<file path="config.mk">
export PLATFORM = sky130hd
export DESIGN_NAME = slp_cross
export DESIGN_NICKNAME = d
export VERILOG_FILES = /design/src/hw/rtl/segment_line_predicate_unit_assert.svh /design/src/hw/rtl/slp_cross.sv
export SDC_FILE = /design/constraint.sdc
export NUM_CORES = 2
export LEC_CHECK = 0
export BUFFER_PORTS_ARGS = -buffer_cell sky130_fd_sc_hd__buf_4
export CELL_PAD_IN_SITES_DETAIL_PLACEMENT = 0
export CELL_PAD_IN_SITES_GLOBAL_PLACEMENT = 1
export CORE_AREA = 8 8 229 231
export CTS_BUF_LIST = sky130_fd_sc_hd__clkbuf_16
export CTS_CLUSTER_SIZE = 8
export DETAILED_ROUTE_END_ITERATION = 8
export DIE_AREA = 0 0 237 239
export PLACE_DENSITY = 0.84
export SLEW_MARGIN = 20
export SYNTH_ARGS = -nofsm -noshare
export SYNTH_HDL_FRONTEND = slang
export SYNTH_SLANG_ARGS = --single-unit
</file>
<file path="constraint.sdc">
create_clock -name clk -period 17 [get_ports clk]
set_input_delay 1.7 -clock clk [delete_from_list [all_inputs] [get_ports clk]]
set_output_delay 1.7 -clock clk [all_outputs]
set_load 0.01 [all_outputs]
</file>
<file path="src/hw/rtl/segment_line_predicate_unit_assert.svh">
// ----------------------------------------------------------------------------
// segment_line_predicate_unit assertion macros
// Shorthand for clocked assertions; expects clk and rst_n in scope.
// ----------------------------------------------------------------------------
`ifndef SEGMENT_LINE_PREDICATE_UNIT_ASSERT_SVH
`define SEGMENT_LINE_PREDICATE_UNIT_ASSERT_SVH

// antecedent holds -> consequent holds in the same cycle
`define SLP_ASSERT_NOW(lbl, ante, cons, msg) \
    lbl: assert property (@(posedge clk) disable iff (!rst_n) (ante) |-> (cons)) \
        else $error(msg);

// antecedent holds -> consequent holds in the next cycle
`define SLP_ASSERT_NEXT(lbl, ante, cons, msg) \
    lbl: assert property (@(posedge clk) disable iff (!rst_n) (ante) |=> (cons)) \
        else $error(msg);

`endif

</file>
<file path="src/hw/rtl/slp_cross.sv">
// ----------------------------------------------------------------------------
// slp_cross
// Two-stage p*q - r*s: products registered, then their difference registered.
// ----------------------------------------------------------------------------
`default_nettype none

module slp_cross #(
    parameter int COORD_BITS = 16
) (
    input  wire logic                              clk,
    input  wire logic                              en,
    input  wire logic signed [COORD_BITS:0]        p,
    input  wire logic signed [COORD_BITS:0]        q,
    input  wire logic signed [COORD_BITS:0]        r,
    input  wire logic signed [COORD_BITS:0]        s,
    output logic signed      [2*COORD_BITS+2:0]    result
);

    localparam int DW = COORD_BITS + 1;
    localparam int PW = 2 * DW;
    localparam int RW = PW + 1;

    logic signed [PW-1:0] pq_reg;
    logic signed [PW-1:0] rs_reg;
    logic signed [RW-1:0] result_reg;
    logic signed [PW-1:0] pq_next;
    logic signed [PW-1:0] rs_next;
    logic signed [RW-1:0] result_next;

    always_comb
    begin
        pq_next     = PW'(p) * PW'(q);
        rs_next     = PW'(r) * PW'(s);
        result_next = RW'(pq_reg) - RW'(rs_reg);
    end

    always_ff @(posedge clk)
    begin
        if (en)
        begin
            pq_reg     <= pq_next;
            rs_reg     <= rs_next;
            result_reg <= result_next;
        end
    end

    assign result = result_reg;

endmodule

`default_nettype wire

</file>
==> flow_summary.toml <==
[worst_setup_path]
crit_path_slowest_cell = "sky130_fd_sc_hd__fa_1"
cp_slowest_stage_delay_ps = 760
r2r-start = "pq_reg[2]"
r2r_end = "result[28]"
start_kind = "input port"
ff2ff_setup_slack_ps = 13740
reg2reg_depth = 10
required_time_reported_for_the_critical_path_endpoint_ps = 17110
worst_path_most_repeated_cell = "sky130_fd_sc_hd__fa_1"
path_max_fanout = 17
critical_path.endpoint_type = "flop"
critical_path_class = "input port to flop"
critical_path_arrival_ps = 7700
worstPathCellList = "buf_4 -> nand2_1 -> inv_1 -> fa_1 -> fa_1 -> fa_1 -> fa_1 -> fa_1 -> inv_1 -> fa_1 -> inv_1 -> ha_1 -> a2111oi_0 -> o21ai_0 -> o21ai_0 -> nand2_1 -> a41oi_1 -> o211a_1 -> or2_1 -> o21ai_1 -> xor2_1"

[timing]
worst_slew_pin_slew_ps = 977
min_period_over_period = 0.446
report.final.slew_viol_count = 0
worst_clock_skew_ps = 10.0
worst_slew_margin_rel = 0.348
clock.fmax_mhz = 132
layout_min_cycle_time_ps = 7590
setup_total_negative_slack_ps = 0
grt_setup_unrepaired = "no"
setup_viol = 0
timing.final.hold_violations = 0

[route]
remaining_routing_drc_violations = 0
via_count = 18155
drt-pass1-iter-count = 5
initialDrtViolationCount = 888
postRouteAntennaNets = 0
avgRoutedWirePerCell_um = 16.5
drt_wl_total_um = 55900
detail_route.vias_per_cell = 5.37

[synth]
synth-seq-area-share = 0.117
post_synth_and_or_nand_nor_area_fraction = 0.138
netlist_area_mm2 = 0.0265
synthesis.area_per_instance_um2 = 9.74
synth-compound-area-share = 0.0606
synth_enable_flop_cells = 103
synth-seq-cells = 103
synth_adder_area_share = 0.545
synthesized_area_fraction_occupied_by_xor_and_xnor_cells = 0.0334
post_synth_num_cell_types = 59
largest_family_of_logic_cells_by_synthesized_area = "adder cells"
synthesis.yosys.warnings = 0
ys_async_sr_fraction = 0
postSynthNetCount = 3583
synth_top_flop_cell = "sky130_fd_sc_hd__edfxtp_1"
post_synth_mux_area_share = 0
syn-instance-count = 2716

[clock_tree]
cts_root_buf = "sky130_fd_sc_hd__clkbuf_16"
cts.htree.levels = 3
number_of_resized_instances_in_the_post_cts_repair_step = 0
cts_hold_repair.buffers = 0
worstSkewPairLatency_ps = 360
clk_sinks = 103
cts_buffers = 9
clockBufferDepth = 2
path_clk_slew_ps = 80
tritoncts_clock_tree = "done"
cts_setup_buffers = 0

[grt]
grt_overflow_total = 0
first_pass_grt_wire_length_um = 97800
number_of_antenna_violations_at_the_first_check_in_global_routing = 1
globalRouteTotalUtil = 0.211
grt_start_max_net_pins = 75
number_of_global_route_vias_before_repair = 20319

[floorplan]
initial_utilization = 0.545
num_rows = 81
die_area_mm2 = 0.0566
io-pin-count = 105
die-height_um = 239
fp.dieW_um = 237
core_mm2 = 0.0485

[worst_hold_path]
timing.hold.worst_path_depth = 2
holdCritStartpoint = "rs_reg[0]"
class_of_the_tightest_hold_or_removal_check = "flop to flop"
min_delay_worst_endpoint = "result[0]"

[placement]
port_buffers = 104
gp_congestion = 0.857
dpl.hpwl_um = 46400

[final_layout]
drive_above_1_share = 0.0464
largest_reg_flops = 35
nNetsFinal = 3622
ant_diodes = 0
area_growth_syn_to_layout_pct = 5.99

[status]
outcome = "complete, no violations"

[run]
drv_cap = 0
cell usage after synthesis, drive strengths merged, types with 12 or more instances:
library cell,number,area (µm²)
clkbuf,75,282
a21o,35,263
inv,668,2510
xnor2,80,701
edfxtp,103,3090
fa,593,11900
a211oi,12,95.1
o21ai,49,253
nand2b,12,75.1
and2,296,1850
nand2,284,1070
a21oi,74,374
nor3,12,60.1
o21a,13,97.6
ha,204,2550
xor2,21,184
nor2,70,263
per-stage QoR:
stage | area, µm² | setup slack [ps] | instances | hold WS [ps] | utilization
CTS | 28000 | 9520 | 3382 | 642 | 0.578
floorplan | 26500 | 9300 | 2716 | 607 | -
global route | 28000 | 8950 | 3382 | 676 | 0.578
detailed placement | 27700 | 9160 | 3366 | 631 | 0.571
finish | 28000 | 9410 | 3382 | 635 | 0.578
global placement | 27700 | 9210 | 3366 | 618 | 0.571
worst max-delay path by stage:
| stage | from | to | slack [ps] |
|---|---|---|---|
| after CTS | q[2] | pq_reg[32] | 9520 |
| after global routing | q[2] | pq_reg[32] | 8950 |
| after detailed placement | q[2] | pq_reg[31] | 9160 |
| after floorplan | s[8] | rs_reg[26] | 9300 |
| after global placement | r[9] | rs_reg[32] | 9210 |
| final | q[2] | pq_reg[32] | 9410 |
cells in the final DEF, fill, tap and decap left out, drive strengths merged, types with 13 or more instances in the layout:
| cell | instances |
|---|---|
| a21o | 35 |
| nor2 | 70 |
| a21oi | 74 |
| o21ai | 49 |
| edfxtp | 103 |
| and2 | 296 |
| inv | 672 |
| xor2 | 21 |
| o21a | 13 |
| nand2 | 284 |
| xnor2 | 80 |
| ha | 204 |
| fa | 593 |
| buf | 105 |
area by class of cell:
type	count	area (µm²)
clock buffers	9	225
clock inverters	7	81.3
fillers	4296	20500
inverters	668	2510
multi-input cells	1868	20600
flip-flops and latches	103	3090
well taps	622	778
repair buffers	105	788
cells by family (layout without fill, tap and decap cells):
logic type	count (synthesis)	after routing
buffers and inverters	745	789
and+or+nand+nor	727	727
adders and majority gates	797	797
DFF	103	103
xor gates and xnor gates	101	101
AOI/OAI and AO/OA	243	243
routing by layer:
metal / GRT usage / share of wire / vias to the layer above
met2: 0.380 / 0.52 / 400
li1: - / - / 8222
met4: 0.0586 / 0.027 / 2
met3: 0.0282 / 0.046 / 108
met1: 0.264 / 0.41 / 9423
met5: 0 / 0.00023 / -
worst max-delay path, delay by kind of cell:
kind                     cells  cell delay, ps
XOR/XNOR                     1             140
AO/OA/AOI/OAI                6            1550
buffers and inverters        4             370
adder cells (fa/ha/maj)      7            3580
AND/OR/NAND/NOR              3             350
Power is left out: the tool's default activity adds up to more than one toggle a clock period on the data nets, which glitch-free logic cannot reach.
